==> config.mk <==
export PLATFORM = sky130hd
export DESIGN_NAME = line_sensor_calibrate_digitize
export DESIGN_NICKNAME = d
export VERILOG_FILES = /design/src/hw/rtl/lscd_pkg.sv /design/src/hw/rtl/line_sensor_calibrate_digitize.sv /design/src/hw/rtl/lscd_front.sv /design/src/hw/rtl/lscd_queue.sv /design/src/hw/rtl/lscd_back.sv
export SDC_FILE = /design/constraint.sdc
export NUM_CORES = 1
export LEC_CHECK = 0
export BUFFER_PORTS_ARGS = -buffer_cell sky130_fd_sc_hd__buf_2
export CAP_MARGIN = 10
export CORE_MARGIN = 2
export CORE_UTILIZATION = 46
export CTS_CLUSTER_DIAMETER = 120
export DETAILED_ROUTE_END_ITERATION = 8
export PLACE_DENSITY = 0.66
export RECOVER_POWER = 25
export SLEW_MARGIN = 20
export SYNTH_ARGS = -nofsm -noshare
export SYNTH_HDL_FRONTEND = slang
export SYNTH_HIERARCHICAL = 1
export SYNTH_SLANG_ARGS = --single-unit
==> constraint.sdc <==
create_clock -name clk -period 8.12 [get_ports clk]
set_input_delay 1.218 -clock clk [delete_from_list [all_inputs] [get_ports clk]]
set_output_delay 1.218 -clock clk [all_outputs]
set_load 0.02 [all_outputs]
==> src/hw/rtl/lscd_pkg.sv <==
// ----------------------------------------------------------------------------
// lscd_pkg
// Shared types and constants of the line sensor calibrate/digitize block.
// ----------------------------------------------------------------------------
`timescale 1ns / 1ps

package lscd_pkg;

  localparam int NumChannels = 8;
  localparam int SampleBits  = 10;

  localparam int ChanFieldBits = 3;
  localparam int SampleFieldBits = 10;
  localparam int SpanBits = 10;
  localparam int ThrFieldBits = 10;
  localparam int CountBits = 4;

  localparam int ChanIdxBits = (NumChannels > 1) ? $clog2(NumChannels) : 1;
  localparam int CmpBits = (SampleBits > SpanBits) ? SampleBits : SpanBits;

  localparam logic [SpanBits-1:0]  MinSpanReset = SpanBits'(200);
  localparam logic [CountBits-1:0] CountMax = {CountBits{1'b1}};
  localparam logic [CountBits-1:0] CountFull = CountBits'(NumChannels);

  localparam logic CmdCalibrate = 1'b0;
  localparam logic CmdDigitize  = 1'b1;

  localparam logic [0:0] RegMinSpan = 1'b0;

  typedef struct packed {
    logic                       cmd;
    logic [ChanFieldBits-1:0]   channel;
    logic [SampleFieldBits-1:0] sample;
    logic                       sweep_end;
  } req_t;

  typedef struct packed {
    logic                    line_bit;
    logic                    channel_ready;
    logic                    all_ready;
    logic [ThrFieldBits-1:0] level_threshold;
  } res_t;

  // classified request handed from front to back
  typedef struct packed {
    logic                   cmd;
    logic                   chan_ok;
    logic [ChanIdxBits-1:0] idx;
    logic [SampleBits-1:0]  sample;
    logic                   sweep_end;
  } op_t;

  function automatic logic [SampleBits-1:0] take_sample(
    input logic [SampleFieldBits-1:0] raw
  );
    logic [CmpBits+SampleFieldBits-1:0] ext;
    ext = {{CmpBits{1'b0}}, raw};
    return ext[SampleBits-1:0];
  endfunction

endpackage

==> src/hw/rtl/line_sensor_calibrate_digitize.sv <==
// ----------------------------------------------------------------------------
// line_sensor_calibrate_digitize
// Line sensor min/max calibration and threshold digitizer with APB register.
// ----------------------------------------------------------------------------
// Takes one request per cycle while req_ready is high and returns one result
// per request, in order. A request passes the intake register, a two-entry
// queue and the per-channel read-modify-write stage, which loads the result
// register; the channel state update is done as the request leaves the queue,
// so a new request is taken every cycle while results are taken. A full result
// register that is not taken backs up into the queue and then into req_ready.
// min_span resets to 200 and is written at APB addresses with paddr[2] clear.
`timescale 1ns / 1ps

module line_sensor_calibrate_digitize (
  input  logic           clk,
  input  logic           rst,
  input  logic           req_valid,
  output logic           req_ready,
  input  lscd_pkg::req_t req,
  output logic           res_valid,
  input  logic           res_ready,
  output lscd_pkg::res_t res,
  input  logic           psel,
  input  logic           penable,
  input  logic           pwrite,
  input  logic [2:0]     paddr,
  input  logic [31:0]    pwdata,
  output logic [31:0]    prdata,
  output logic           pready
);
  import lscd_pkg::*;

  logic [SpanBits-1:0] min_span;
  logic                f_valid, f_ready;
  op_t                 f_op;
  logic                q_valid, q_ready;
  op_t                 q_op;

  assign pready = 1'b1;
  assign prdata = (paddr[2] == RegMinSpan) ? {{(32-SpanBits){1'b0}}, min_span} : '0;

  always_ff @(posedge clk) begin
    if (rst) begin
      min_span <= MinSpanReset;
    end else if (psel && penable && pwrite && pready && (paddr[2] == RegMinSpan)) begin
      min_span <= pwdata[SpanBits-1:0];
    end
  end

  lscd_front u_front (
    .clk       (clk),
    .rst       (rst),
    .req_valid (req_valid),
    .req_ready (req_ready),
    .req       (req),
    .op_valid  (f_valid),
    .op_ready  (f_ready),
    .op        (f_op)
  );

  lscd_queue u_queue (
    .clk      (clk),
    .rst      (rst),
    .wr_valid (f_valid),
    .wr_ready (f_ready),
    .wr_op    (f_op),
    .rd_valid (q_valid),
    .rd_ready (q_ready),
    .rd_op    (q_op)
  );

  lscd_back u_back (
    .clk       (clk),
    .rst       (rst),
    .min_span  (min_span),
    .op_valid  (q_valid),
    .op_ready  (q_ready),
    .op        (q_op),
    .res_valid (res_valid),
    .res_ready (res_ready),
    .res       (res)
  );

endmodule

==> src/hw/rtl/lscd_front.sv <==
// ----------------------------------------------------------------------------
// lscd_front
// Request intake: registers each request and classifies channel and sample.
// ----------------------------------------------------------------------------
`timescale 1ns / 1ps

module lscd_front (
  input  logic          clk,
  input  logic          rst,
  input  logic          req_valid,
  output logic          req_ready,
  input  lscd_pkg::req_t req,
  output logic          op_valid,
  input  logic          op_ready,
  output lscd_pkg::op_t op
);
  import lscd_pkg::*;

  logic hold_valid;
  op_t  hold;
  op_t  cls;

  always_comb begin
    cls.cmd       = req.cmd;
    cls.chan_ok   = ({29'd0, req.channel} < 32'(NumChannels));
    cls.idx       = ChanIdxBits'(req.channel);
    cls.sample    = take_sample(req.sample);
    cls.sweep_end = req.sweep_end;
  end

  assign req_ready = !hold_valid || op_ready;
  assign op_valid  = hold_valid;
  assign op        = hold;

  always_ff @(posedge clk) begin
    if (rst) begin
      hold_valid <= 1'b0;
    end else if (req_ready) begin
      hold_valid <= req_valid;
    end
  end

  always_ff @(posedge clk) begin
    if (req_ready && req_valid) begin
      hold <= cls;
    end
  end

endmodule

==> src/hw/rtl/lscd_queue.sv <==
// ----------------------------------------------------------------------------
// lscd_queue
// Two-entry request queue between front and back.
// ----------------------------------------------------------------------------
`timescale 1ns / 1ps

module lscd_queue (
  input  logic          clk,
  input  logic          rst,
  input  logic          wr_valid,
  output logic          wr_ready,
  input  lscd_pkg::op_t wr_op,
  output logic          rd_valid,
  input  logic          rd_ready,
  output lscd_pkg::op_t rd_op
);
  import lscd_pkg::*;

  op_t        slots [2];
  logic       wr_ptr;
  logic       rd_ptr;
  logic [1:0] fill;
  logic       push;
  logic       pop;

  assign wr_ready = (fill != 2'd2);
  assign rd_valid = (fill != 2'd0);
  assign rd_op    = slots[rd_ptr];
  assign push     = wr_valid && wr_ready;
  assign pop      = rd_valid && rd_ready;

  always_ff @(posedge clk) begin
    if (rst) begin
      wr_ptr <= 1'b0;
      rd_ptr <= 1'b0;
      fill   <= 2'd0;
    end else begin
      if (push) wr_ptr <= !wr_ptr;
      if (pop)  rd_ptr <= !rd_ptr;
      unique case ({push, pop})
        2'b10:   fill <= fill + 2'd1;
        2'b01:   fill <= fill - 2'd1;
        default: fill <= fill;
      endcase
    end
  end

  always_ff @(posedge clk) begin
    if (push) begin
      slots[wr_ptr] <= wr_op;
    end
  end

endmodule

==> src/hw/rtl/lscd_back.sv <==
// ----------------------------------------------------------------------------
// lscd_back
// Per-channel min/max tracking, threshold update, digitize and result register.
// ----------------------------------------------------------------------------
`timescale 1ns / 1ps

module lscd_back (
  input  logic                          clk,
  input  logic                          rst,
  input  logic [lscd_pkg::SpanBits-1:0] min_span,
  input  logic                          op_valid,
  output logic                          op_ready,
  input  lscd_pkg::op_t                 op,
  output logic                          res_valid,
  input  logic                          res_ready,
  output lscd_pkg::res_t                res
);
  import lscd_pkg::*;

  logic [SampleBits-1:0] lightest_level    [NumChannels];
  logic [SampleBits-1:0] darkest_level     [NumChannels];
  logic [SampleBits-1:0] channel_threshold [NumChannels];
  logic [CountBits-1:0]  ready_count;

  logic                  fire;
  logic                  cal;
  logic                  act;
  logic [SampleBits-1:0] lo_cur, hi_cur, thr_cur;
  logic [SampleBits-1:0] lo_new, hi_new, thr_new;
  logic [SampleBits-1:0] span;
  logic [SampleBits:0]   sum;
  logic                  span_ok;
  logic                  hit;
  logic [CountBits-1:0]  count_after;
  logic [CountBits-1:0]  ready_count_next;
  res_t                  res_next;

  assign op_ready = !res_valid || res_ready;
  assign fire     = op_valid && op_ready;
  assign cal      = (op.cmd == CmdCalibrate);
  assign act      = fire && op.chan_ok;

  always_comb begin
    lo_cur  = lightest_level[op.idx];
    hi_cur  = darkest_level[op.idx];
    thr_cur = channel_threshold[op.idx];
    lo_new  = (op.sample < lo_cur) ? op.sample : lo_cur;
    hi_new  = (op.sample > hi_cur) ? op.sample : hi_cur;
    span    = hi_new - lo_new;
    sum     = {1'b0, hi_new} + {1'b0, lo_new};
    span_ok = (hi_new > lo_new) && (CmpBits'(span) > CmpBits'(min_span));
    hit     = cal && op.chan_ok && span_ok;
    thr_new = hit ? sum[SampleBits:1] : thr_cur;

    count_after = ready_count;
    if (hit && (ready_count < CountMax)) begin
      count_after = ready_count + CountBits'(1);
    end
    ready_count_next = (cal && op.sweep_end) ? '0 : count_after;

    res_next.line_bit        = !cal && op.chan_ok && (op.sample > thr_cur);
    res_next.channel_ready   = hit;
    res_next.all_ready       = cal && op.sweep_end && (count_after == CountFull);
    res_next.level_threshold = op.chan_ok
                               ? ThrFieldBits'({{CmpBits{1'b0}}, thr_new}) : '0;
  end

  always_ff @(posedge clk) begin
    if (rst) begin
      for (int k = 0; k < NumChannels; k++) begin
        lightest_level[k]    <= {SampleBits{1'b1}};
        darkest_level[k]     <= '0;
        channel_threshold[k] <= SampleBits'(1) << (SampleBits - 1);
      end
      ready_count <= '0;
      res_valid   <= 1'b0;
    end else begin
      if (op_ready) res_valid <= op_valid;
      if (fire) ready_count <= ready_count_next;
      if (act && cal) begin
        lightest_level[op.idx]    <= lo_new;
        darkest_level[op.idx]     <= hi_new;
        channel_threshold[op.idx] <= thr_new;
      end
    end
  end

  always_ff @(posedge clk) begin
    if (fire) begin
      res <= res_next;
    end
  end

endmodule
After elaboration in Yosys (flattened, before gate mapping). Memory sizes are Yosys's and may differ from the RTL's. A register that Yosys moved wholly into a read port is not among the register bits. Index checks and enable logic that the tools add are counted.

Flip-flop bits (word level): 48. Bits in latches: 0. RAM bits: 270. Bits in read-only memories: 0. Input port bits: 57. Output and inout bits: 48. Logic and storage cells: 88. Memories kept: 4.

Memories: u_back.channel_threshold (words 8, width 10, rd ports 1, clocked after memory_dff 0, write ports 8, RTL line lscd_back.sv:22) `logic [SampleBits-1:0] channel_threshold [NumChannels];`; u_back.darkest_level (words 8, width 10, rd ports 1, clocked after memory_dff 0, write ports 8, RTL line lscd_back.sv:21) `logic [SampleBits-1:0] darkest_level [NumChannels];`; u_back.lightest_level (words 8, width 10, rd ports 1, clocked after memory_dff 0, write ports 8, RTL line lscd_back.sv:20) `logic [SampleBits-1:0] lightest_level [NumChannels];`; u_queue.slots (words 2, width 15, rd ports 1, clocked after memory_dff 1, write ports 1, RTL line lscd_queue.sv:19) `op_t slots [2];`.

Add/sub/neg operators: 5. Multiply operators: 0. Divide/modulo/power cells: 0. Magnitude comparators: 6. Equal/unequal tests: 4. Shift-type cells: 0. Muxes and demuxes: 25. Bitwise operators: 2. Reduce and logical (&&, ||, !) cells: 27.

Operator list (number): 10-bit 2-to-1 mux (7); 10-bit greater-than comparator (4); 10-bit OR reduction (3); 1-bit logical AND (13); 1-bit 2-to-1 mux (12); 10-bit by 10-bit adder with 11-bit output (1); 10-bit less-than comparator (1); 10-bit subtractor (1); 3-bit 2-to-1 mux (3); 4-bit 2-to-1 mux (2); 4-bit by 1-bit adder with 4-bit output, second input constant (1); 4-bit equality test, second input constant (1); 1-bit zero test (4); 4-bit less-than comparator, second input constant (1); 2-bit one-hot mux with 2 select lines (1); 2-bit nonzero test (2); 1-bit logical AND, second input constant (3); 2-bit by 1-bit adder with 2-bit output, second input constant (1); 2-bit by 1-bit equality test with 1-bit output, second input constant (1); 2-bit equality test, second input constant (1); 1-bit logical OR (2); 2-bit inequality test, second input constant (1); 1-bit NOT (2); 2-bit by 1-bit subtractor with 2-bit output, second input constant (1).

Depth between registers and ports, before layout. Gate-level depths: netlist (run 1). An unclocked memory read counts as a cell.

Word-level depth: 11. Gate-level depth with buffers: 36. Depth with buffers taken out: 29.

Hierarchy. The synthesis (run 1) kept the hierarchy.

By module, submodules not included: lscd_back (times used 1, cells each 1132, area each 13375.3 um^2, seq. area each 7697.4 um^2); lscd_queue (times used 1, cells each 74, area each 1373.8 um^2, seq. area each 1061.0 um^2); line_sensor_calibrate_digitize (times used 1, cells each 80, area each 685.7 um^2, seq. area each 200.2 um^2); lscd_front (times used 1, cells each 22, area each 516.7 um^2, seq. area each 470.5 um^2).

Worst setup path before layout (run 1). No wires, ideal clock.

Path type: register -> register. Start: register with a tool-made name. End: memory u_back.channel_threshold[0][4], data pin. Setup time: 0.284 ns. Arrival time: 7.429 ns. Required time: 7.836 ns. Slack: 0.407 ns. Stages on the path, launching flop included: 32. Path buffers: 7. Clock period less this slack: 7.713 ns. Path through: dfxtp_1 > buf_2 > buf_2 > mux2_2 > buf_4 > buf_2 > buf_2 > mux2_2 > a221oi_1 > ha_1 > nand3_1 > nor3_1 > a221oi_1 > a22o_1 > buf_2 > mux2i_1 > inv_1 > ha_1 > nand2b_1 > a21oi_1 > nor2_1 > o311ai_0 > a2111oi_0 > or3b_2 > ha_1 > nand4_1 > a211o_1 > o211ai_1 > o311ai_1 > buf_2 > nor3_1 > nor3_1.

RTL lines (RTL line): to (decl) (lscd_back.sv:22).

==> summary.txt, run 1 <==
Die
  – I/O pins: 105
  – Num rows: 68
  – Die span in y: ~190 µm
  – Die footprint: 36200 µm²
  – Area of the core: 34400 µm²
  – DIE WIDTH: 190 µm
  – Starting Density: 46.4%

Yosys
  – Avg Cell Area, Syn: 12.2 µm²
  – Part of the Yosys area used for sequential elements: 59.1%
  – Asr flop ratio synth: 0%
  – Top FF cell, synth: edfxtp_1
  – Synth Instances: 1308
  – Yosys reg bits: 321
  – Post-synth EDFFs: 300
  – Cell Area, Synth: 16000 µm²
  – Synth warn: 6
  – Synth cell types: 70

Detailed routing
  – Post-DRT Antenna Nets: 0
  – Wirelength, routed: 41800 µm
  – First-pass DRT Iterations: 5
  – DR WL/cell: 22.2 µm
  – DR iter-0 viols: 1014
  – DR vias: roughly 11000
  – Vias per cell: 5.76
  – Post-route DRC: 0

Critical path
  – Cell family with most CP delay: compound AO/OA/AOI/OAI gates
  – Kind of critical path: flop to flop
  – Slowest-stage cell, CP: or3b_2
  – CP dominant cell by count: buf_4
  – Crit path arrival time: 7.88 ns
  – Crit path max fanout: 21
  – Setup crit end kind: flop
  – Slowest cell delay on critical path: 0.48 ns
  – CP Buf/Inv Count: 6
  – CP required: 8.33 ns
  – Critical Path Start Type: flop

Clock network
  – Max clock buf depth: 3
  – CTS buffer count: 34
  – CTS Hold Buffers Added: 0
  – Clock Pin Slew Worst Setup and Hold Paths: 0.06 ns
  – CTS tree: built
  – CTS Root Cell: clkbuf_16
  – Sink Count: 321
  – Clock Latency Late Sink: between 0.5 and 0.6 ns
  – H-tree lvl count: 2

STA
  – Slew margin rel.: 1.06%
  – Count of final max-slew check failures: 0
  – Final setup violation count: 0
  – RSZ-0062 raised after global routing: no
  – Fmax: about 130 MHz
  – Worst Max-Slew Pin Slew: between 1 and 1.5 ns
  – Min cycle time layout: 7.67 ns
  – Final worst path period share: 94.5%
  – Final hold vios: 0
  – TNS Setup: 0 ns
  – Final setup skew: 0.0153 ns

Cells and area
  – Post-Layout Inst Area: between 15000 and 20000 µm²
  – Final-stage net count: 1523
  – Most frequent cells in the layout: edfxtp_1, nor2_1, nand2_1, buf_4, ha_1
  – Area of the multi-input gates: ~5900 µm²
  – FF/Latch Area: approximately 9400 µm²
  – Antenna cells: 0
  – Core Util, Final: about 53%
  – Commonest non-fill, non-tap cell in the layout: edfxtp_1
  – Fill cells: 3008
  – Share of cells above drive strength 1: 18.6%
  – Non-Filler Instances: 1880
  – Layout overhead on the synthesized area: 14.1%

Global routing
  – Vias in the first global route: between 10000 and 15000
  – Largest net degree at the start of global routing: 41
  – First-pass GRT wire length: around 63000 µm
  – Gr ovfl total: 0
  – Initial antenna violation count: 0
  – GRT Total Usage: 23.5%

Power and ir drop
  – Pwr Total: 6.75 mW
  – Pwr dens: around 370 nW/µm²
  – Leakage: ~6.6 nW
  – VDD IR max: 278 µV

Outcome
  – Outcome: finished, final reports clean

Place
  – Placed cells: between 1500 and 2000
  – Global placer's final weighted congestion: 0.897
  – Post-DP HPWL: 26900 µm
  – Placed cell area: between 15000 and 20000 µm²
  – Port bufs: 57

Run
  – Max cap viols: 0

Hold path
  – Hold WC Path Type: flop to flop
## cell type report
class / count / area share [%]
Sequential cell: 321 / 51.8
Multi-Input combinational cell: 838 / 32.3
Timing Repair Buffer: 138 / 5.24
Clock buffer: 41 / 4.94
Tap cell: 455 / 3.13
Inverter: 70 / 1.44
Clock inverter: 17 / 1.15
## cell families after synthesis
logic type	count (synthesis)	synth area share, %
AND/OR/NAND/NOR	440	12.2
flip-flops	321	59.1
AO/OA/AOI/OAI	176	7.77
buffers and inverters	170	4.93
multiplexers	120	10.1
adder cells (fa/ha/maj)	63	5.04
XOR/XNOR	15	0.824
other	3	0.0706
## power breakdown
group	internal, mW	switching (mW)
logic	1.24	1.99
clock network	0.945	0.615
registers	1.93	0.0348
## routing by layer
| layer | up-vias | wire length [µm] | track usage, % |
|---|---|---|---|
| li1 | 4876 | - | - |
| met1 | 5348 | 17100 | 32.3 |
| met2 | 499 | 19700 | 37.7 |
| met3 | 100 | 3560 | 3.83 |
| met4 | 0 | 1390 | 8.86 |
| met5 | - | 0 | 0 |
## final timing paths
kind	start	endpoint	slack, ns	depth (start not counted)
worst max register to register	flop	u_back/channel_threshold[0][4]$_SDFFCE_PN0P_	0.45	31
worst min-delay path	u_front/op[8]$_DFFE_PP_	u_queue/slots[0][8]$_DFFE_PP_	0.45	0
worst min register to register	u_front/op[8]$_DFFE_PP_	u_queue/slots[0][8]$_DFFE_PP_	0.45	0
worst max-delay path	flop	u_back/channel_threshold[0][4]$_SDFFCE_PN0P_	0.45	31
## cells in the mapped netlist, types with 14 or more instances
cell type  number  share of area (%)
mux4_2         22                3.1
dfxtp_1        21                2.6
clkbuf_1       44                1.0
mux2i_1        44                2.8
ha_1           61                4.8
nor2_1        191                4.5
o21ai_0        22               0.69
buf_2          21               0.66
a21oi_1        41                1.3
nor2b_1        21               0.82
mux2_2         39                2.8
a211oi_1       14               0.66
a22oi_1        17               0.80
nand2_1       127                3.0
inv_1          58                1.4
nor3_1         30               0.94
buf_4          28                1.3
nand2b_1       30                1.2
a221oi_1       14               0.77
edfxtp_1      300                 56
## state kept, by name, summed over array words and instances, names as in the netlist, named ones only
signal / flops
u_back/res: 13
u_front/op_valid: 1
u_back/darkest_level: 80
u_front/op: 15
u_back/lightest_level: 80
u_queue/fill: 2
u_back/ready_count: 4
u_queue/rd_ptr: 1
u_queue/wr_ptr: 1
min_span: 10
u_back/channel_threshold: 80
u_queue/slots: 32
u_back/res_valid: 1
## through the flow
stage,setup WS (ns),hold WS [ns]
2_1_floorplan,0.407,0.421
3_3_place_gp,0.179,0.434
3_5_place_dp,0.0601,0.442
4_1_cts,0.0172,0.459
5_1_grt,0.0244,0.468
6_report,0.449,0.454
## what timing repair did
action,4_1_cts,5_1_grt
setup endpoints to repair,0,95
gates resized for setup,0,6
buffers inserted,0,10
(Power assumes the default switching activity.)
==> run 2: changes to the inputs <==
Settings changed: CTS_BUF_LIST from default to sky130_fd_sc_hd__clkbuf_16.
==> run 2 against run 1 <==
Net effect: critical path type unchanged; final cell count unchanged; routed wire length about the same; fmax about the same; power about the same; largest power group unchanged; via count about the same; clock skew about the same; register-to-register slack about the same; global-route usage unchanged; clock power about the same; critical endpoint unchanged; utilization unchanged; count of clock-buffer cells in the layout decreased by 6; non-clock buffer count unchanged.
==> summary.txt, run 2 (synthesis gave the netlist of run 1 again) <==
Cells and area
  – FF/Latch Area: ~9400 µm²
  – Layout overhead on the synthesized area: 14.1%
  – Share of cells above drive strength 1: about 19%
  – Final-stage net count: 1523
  – Largest regs: u_back/channel_threshold x80, u_back/darkest_level x80, u_back/lightest_level x80
  – Area of the multi-input gates: between 5000 and 6000 µm²
  – Commonest non-fill, non-tap cell in the layout: edfxtp_1
  – Fill cells: about 3000
  – Most frequent cells in the layout: edfxtp_1, nor2_1, nand2_1, buf_4, inv_1
  – Antenna cells: 0

Place
  – Port bufs: 57
  – Post-DP HPWL: 26900 µm
  – Global placer's final weighted congestion: about 0.90

Clock network
  – Sink Count: 321
  – Clock Latency Late Sink: between 0.5 and 0.6 ns
  – Clock Pin Slew Worst Setup and Hold Paths: around 0.060 ns
  – CTS tree: built
  – H-tree lvl count: 2
  – CTS Root Cell: clkbuf_16
  – CTS buffer count: 34
  – Max clock buf depth: 3

Detailed routing
  – Wirelength, routed: between 40000 and 50000 µm
  – Post-DRT Antenna Nets: 0
  – Post-route DRC: 0
  – DR iter-0 viols: roughly 1000
  – DR vias: approximately 11000
  – Vias per cell: roughly 5.8
  – DR WL/cell: 22.3 µm
  – First-pass DRT Iterations: 5

Critical path
  – Crit path max fanout: 21
  – Critical Path Start Type: flop
  – CP dominant cell by count: buf_4
  – Setup crit end kind: flop
  – Kind of critical path: flop to flop
  – Worst R2R Path Depth: 31
  – R2R Setup Slk: between 0.4 and 0.5 ns
  – Slowest cell delay on critical path: roughly 0.48 ns
  – CP required: 8.33 ns
  – Crit path arrival time: roughly 7.9 ns
  – RR Endpoint: u_back/channel_threshold[0][4]$_SDFFCE_PN0P_
  – Slowest-stage cell, CP: or3b_2

Hold path
  – Hold_sp: u_front/op[8]$_DFFE_PP_
  – Worst Hold Path EP: u_queue/slots[0][8]$_DFFE_PP_
  – Hold path cells: 0
  – Hold WC Path Type: flop to flop

STA
  – Final setup violation count: 0
  – Final hold vios: 0
  – Fmax: between 100 and 150 MHz
  – RSZ-0062 raised after global routing: no
  – Count of final max-slew check failures: 0
  – Slew margin rel.: less than 1%
  – Final worst path period share: approximately 94%
  – Min cycle time layout: 7.67 ns
  – Worst Max-Slew Pin Slew: 1.49 ns
  – TNS Setup: 0 ns
  – Final setup skew: 0.0154 ns

Die
  – Num rows: 68
  – DIE WIDTH: 190 µm
  – Die span in y: 190 µm
  – Area of the core: 34400 µm²
  – Starting Density: 46.4%
  – I/O pins: approximately 110
  – Die footprint: roughly 36000 µm²

Global routing
  – GRT Total Usage: between 20% and 30%
  – Largest net degree at the start of global routing: 41
  – Gr ovfl total: 0
  – First-pass GRT wire length: 63300 µm
  – Vias in the first global route: 10500
  – Initial antenna violation count: 0

Power and ir drop
  – Psw: 2.64 mW
  – Sequential share of power: between 20% and 30%
  – Logic pwr share: 47.8%
  – Clk network pwr share: between 20% and 30%
  – VDD IR max: 278 µV
  – Pwr dens: about 370 nW/µm²
  – P_int: around 4.1 mW
  – Leakage: ~6.6 nW
  – Pwr Total: 6.74 mW
  – Sw Share: 39.1%

Run
  – Max cap viols: 0

Outcome
  – Outcome: finished, final reports clean
[run 2: changes by cell type in the layout (fill, tap and decap cells not counted)]
cell      delta
clkbuf_1     -6
inv_1        +6
[run 2: final cells by class]
| type | instances | area share, % |
|---|---|---|
| tap | 455 | 3.13 |
| inverter | 70 | 1.44 |
| clock buffer | 35 | 4.81 |
| multi-input combinational | 838 | 32.3 |
| sequential | 321 | 51.8 |
| clock inverter | 23 | 1.27 |
| timing repair buffer | 138 | 5.24 |
[run 2: power groups by stage]
stage	sequential (mW)	clock, mW	combinational, mW
6_report	1.96	1.55	3.23
5_1_grt	1.97	1.64	3.50
4_1_cts	1.96	1.58	3.13
3_5_place_dp	2.00	0	3.10
3_3_place_gp	1.99	0	3.06
2_1_floorplan	2.02	0	2.08
[run 2: routing by layer]
metal | part of all wire, % | global-route usage (%) | up-vias
met3 | 8.4 | 3.83 | 102
met4 | 3.4 | 8.86 | 0
met5 | 0 | 0 | -
met1 | 41 | 32.3 | 5360
li1 | - | - | 4875
met2 | 47 | 37.7 | 479
[run 2: worst max-delay path by stage]
stage / to / slack [ns] / depth (start not counted) / start
final: u_back/channel_threshold[0][4]$_SDFFCE_PN0P_ / 0.45 / 31 / flop
after global routing: u_back/channel_threshold[0][4]$_SDFFCE_PN0P_ / 0.02 / 31 / flop
after CTS: u_back/channel_threshold[1][9]$_SDFFCE_PN1P_ / 0.02 / 26 / flop
after detailed placement: u_back/channel_threshold[1][9]$_SDFFCE_PN1P_ / 0.06 / 26 / flop
after global placement: u_back/channel_threshold[5][9]$_SDFFCE_PN1P_ / 0.18 / 26 / flop
after floorplan: u_back/channel_threshold[0][4]$_SDFFCE_PN0P_ / 0.41 / 31 / flop
[run 2: critical path, delay by kind of cell, from the launching register on]
family / cells / cell delay [ns]
AOI/OAI and AO/OA: 10 / 2.38
and+or+nand+nor: 10 / 1.62
buffers and inverters: 6 / 1.16
adders and majority gates: 3 / 0.90
muxes: 2 / 0.83
DFF: 1 / 0.45
[run 2: per-stage QoR]
step                hold WS [ns]  utilization, %  area (µm²)  setup WS [ns]  cells
detailed placement         0.442            49.4       17000         0.0601   1811
floorplan                  0.421               -       16000          0.407   1329
CTS                        0.459            52.6       18100         0.0172   1869
global placement           0.434            49.4       17000          0.179   1811
finish                     0.453            53.0       18200          0.453   1880
global route               0.468            53.0       18200         0.0244   1880
[run 2: repair_timing]
item,4_1_cts,5_1_grt
resized for setup,0,6
hold buffers,0,0
setup buffers,0,10
endpoints found under the setup margin,0,95
==> run 3: changes to the inputs <==
Settings changed: CTS_BUF_LIST sky130_fd_sc_hd__clkbuf_16 to sky130_fd_sc_hd__clkbuf_8, PLACE_DENSITY 0.66 to default, PLACE_DENSITY_LB_ADDON from default to 0.1.
==> run 3 against run 2 <==
Net effect: the run now ends with capacitance limit, slew limit left; hold slack worse by 0.020 ns; sequential power about the same; via count increased by 0.13%; global-route usage increased by 1.3 points; routed wire length is 4.1% higher; final cell count up 1.7%; critical path type unchanged; largest power group unchanged.
==> summary.txt, run 3 (synthesis gave the netlist of run 1 again) <==
Critical path
  – Crit path max fanout: 11
  – CP required: roughly 8.4 ns
  – CP dominant cell by count: buf_4
  – Crit path arrival time: 7.82 ns
  – Kind of critical path: flop to flop
  – Setup crit end kind: flop
  – Slowest cell delay on critical path: 0.51 ns
  – Slowest-stage cell, CP: or3b_2
  – Critical Path Start Type: flop

Detailed routing
  – WL met2: 20100 µm
  – DR vias: roughly 11000
  – Met3 wire length: 3450 µm
  – Post-DRT Antenna Nets: 0
  – DR iter-0 viols: 1015
  – Vias per cell: between 5 and 6
  – M1 wire length: about 19000 µm
  – DR WL/cell: 22.8 µm
  – Highest Signal Layer: met4
  – Post-route DRC: 0
  – Wirelength, routed: 43500 µm
  – First-pass DRT Iterations: 5

Outcome
  – Outcome: finished, violations left
  – Failing checks: capacitance limit, slew limit

Clock network
  – CTS Hold Buffers Added: 0
  – Max clock buf depth: 3
  – Clock Latency Late Sink: 0.61 ns
  – Clock Pin Slew Worst Setup and Hold Paths: 0.06 ns
  – H-tree lvl count: 2
  – CTS buffer count: 53
  – CTS tree: built
  – CTS Root Cell: clkbuf_8
  – Sink Count: 321

Place
  – Port bufs: 57
  – Setup Slack @ Placement: 0.291 ns
  – Placed cell area: 16900 µm²
  – Post-DP HPWL: around 27000 µm
  – Global placer's final weighted congestion: 0.866

Global routing
  – Vias in the first global route: between 10000 and 15000
  – Initial antenna violation count: 0
  – Largest net degree at the start of global routing: 41
  – Gr ovfl total: 0
  – GRT Total Usage: roughly 25%
  – First-pass GRT wire length: 66500 µm

Cells and area
  – Post-Layout Inst Area: 17900 µm²
  – Area of the multi-input gates: about 5900 µm²
  – Fill cells: between 3000 and 4000
  – Antenna cells: 0
  – Share of cells above drive strength 1: between 10% and 20%
  – Largest regs: u_back/channel_threshold x80, u_back/darkest_level x80, u_back/lightest_level x80
  – Final-stage net count: 1534
  – Commonest non-fill, non-tap cell in the layout: edfxtp_1
  – Most frequent cells in the layout: edfxtp_1, nor2_1, nand2_1, inv_1, buf_4
  – FF/Latch Area: 9430 µm²
  – Layout overhead on the synthesized area: 12.2%

Die
  – Die footprint: 36200 µm²
  – I/O pins: 105
  – Die span in y: 190 µm
  – Area of the core: 34400 µm²
  – Starting Density: a little under half
  – Num rows: 68
  – DIE WIDTH: 190 µm

STA
  – Count of final max-slew check failures: 72
  – Fmax: 133 MHz
  – Final worst slack: 0.617 ns
  – Final setup skew: 0.0447 ns
  – Final hold vios: 0
  – Worst Max-Slew Pin Slew: 2.16 ns
  – Final worst path period share: 92.4%
  – RSZ-0062 raised after global routing: no
  – Final setup violation count: 0
  – Min cycle time layout: 7.50 ns
  – Slew margin rel.: -44.3%
  – TNS Setup: 0 ns

Run
  – Max cap viols: 2

Power and ir drop
  – Pwr Total: 6.42 mW
  – Leakage: 6.56 nW
  – VDD IR max: 183 µV
  – Pwr dens: approximately 360 nW/µm²

Hold path
  – Hold WC Path Type: flop to flop
==> run 3: changes by cell type in the layout (fill, tap and decap cells not counted), moves of 2 or more <==
cell / change
nor2_1: +3
nor2_2: -3
clkinv_1: +7
buf_4: -2
clkinv_2: +8
nand2b_2: -2
inv_1: +11
bufinv_16: -5
clkbuf_8: +54
nand2b_4: +2
buf_12: -6
clkbuf_16: -35
==> run 3: power breakdown <==
group	leakage [nW]	internal (mW)	switching [mW]
sequential	2.90	1.93	0.0340
combinational	3.10	1.19	2.00
clock	0.554	0.622	0.646
==> run 3: final cells by class <==
cell class                      instances  share of cell area, %
Clock inverter                         44                   1.07
Sequential cell                       321                   52.7
Tap cell                              455                   3.18
Timing Repair Buffer                  130                   4.48
Inverter                               70                   1.47
Multi-Input combinational cell        838                   33.0
Clock buffer                           54                   4.15
==> run 3: critical path, delay by kind of cell (launching register included) <==
family,cells,cell delay (ns)
adders and majority gates,3,0.89
muxes,3,1.08
DFF,1,0.46
AOI/OAI and AO/OA,9,2.29
and+or+nand+nor,7,1.12
buffers and inverters,7,1.39
==> run 3: stage by stage <==
step,cells,util [%],hold WS (ns)
floorplan,1329,-,0.421
global placement,1808,49.2,0.424
detailed placement,1808,49.2,0.431
CTS,1906,51.9,0.452
global route,1912,52.1,0.462
finish,1912,52.1,0.433
==> run 3: repair_timing <==
item / in CTS / in global routing
resized for setup: 0 / 8
setup buffers: 0 / 6
setup endpoints to repair: 0 / 81
==> run 3: final timing paths <==
kind / cells after the start / from / slack [ns] / end
max: 29 / flop / 0.62 / u_back/channel_threshold[0][1]$_SDFFCE_PN0P_
min: 0 / u_front/op[10]$_DFFE_PP_ / 0.43 / u_queue/slots[0][10]$_DFFE_PP_
max reg2reg: 29 / flop / 0.62 / u_back/channel_threshold[0][1]$_SDFFCE_PN0P_
min reg2reg: 0 / u_front/op[10]$_DFFE_PP_ / 0.43 / u_queue/slots[0][10]$_DFFE_PP_
==> run 3: per-layer routing <==
layer	vias to the layer above	global-route usage (%)
met4	0	7.78
met5	-	0
li1	4909	-
met1	5391	34.5
met3	81	4.90
met2	449	39.4
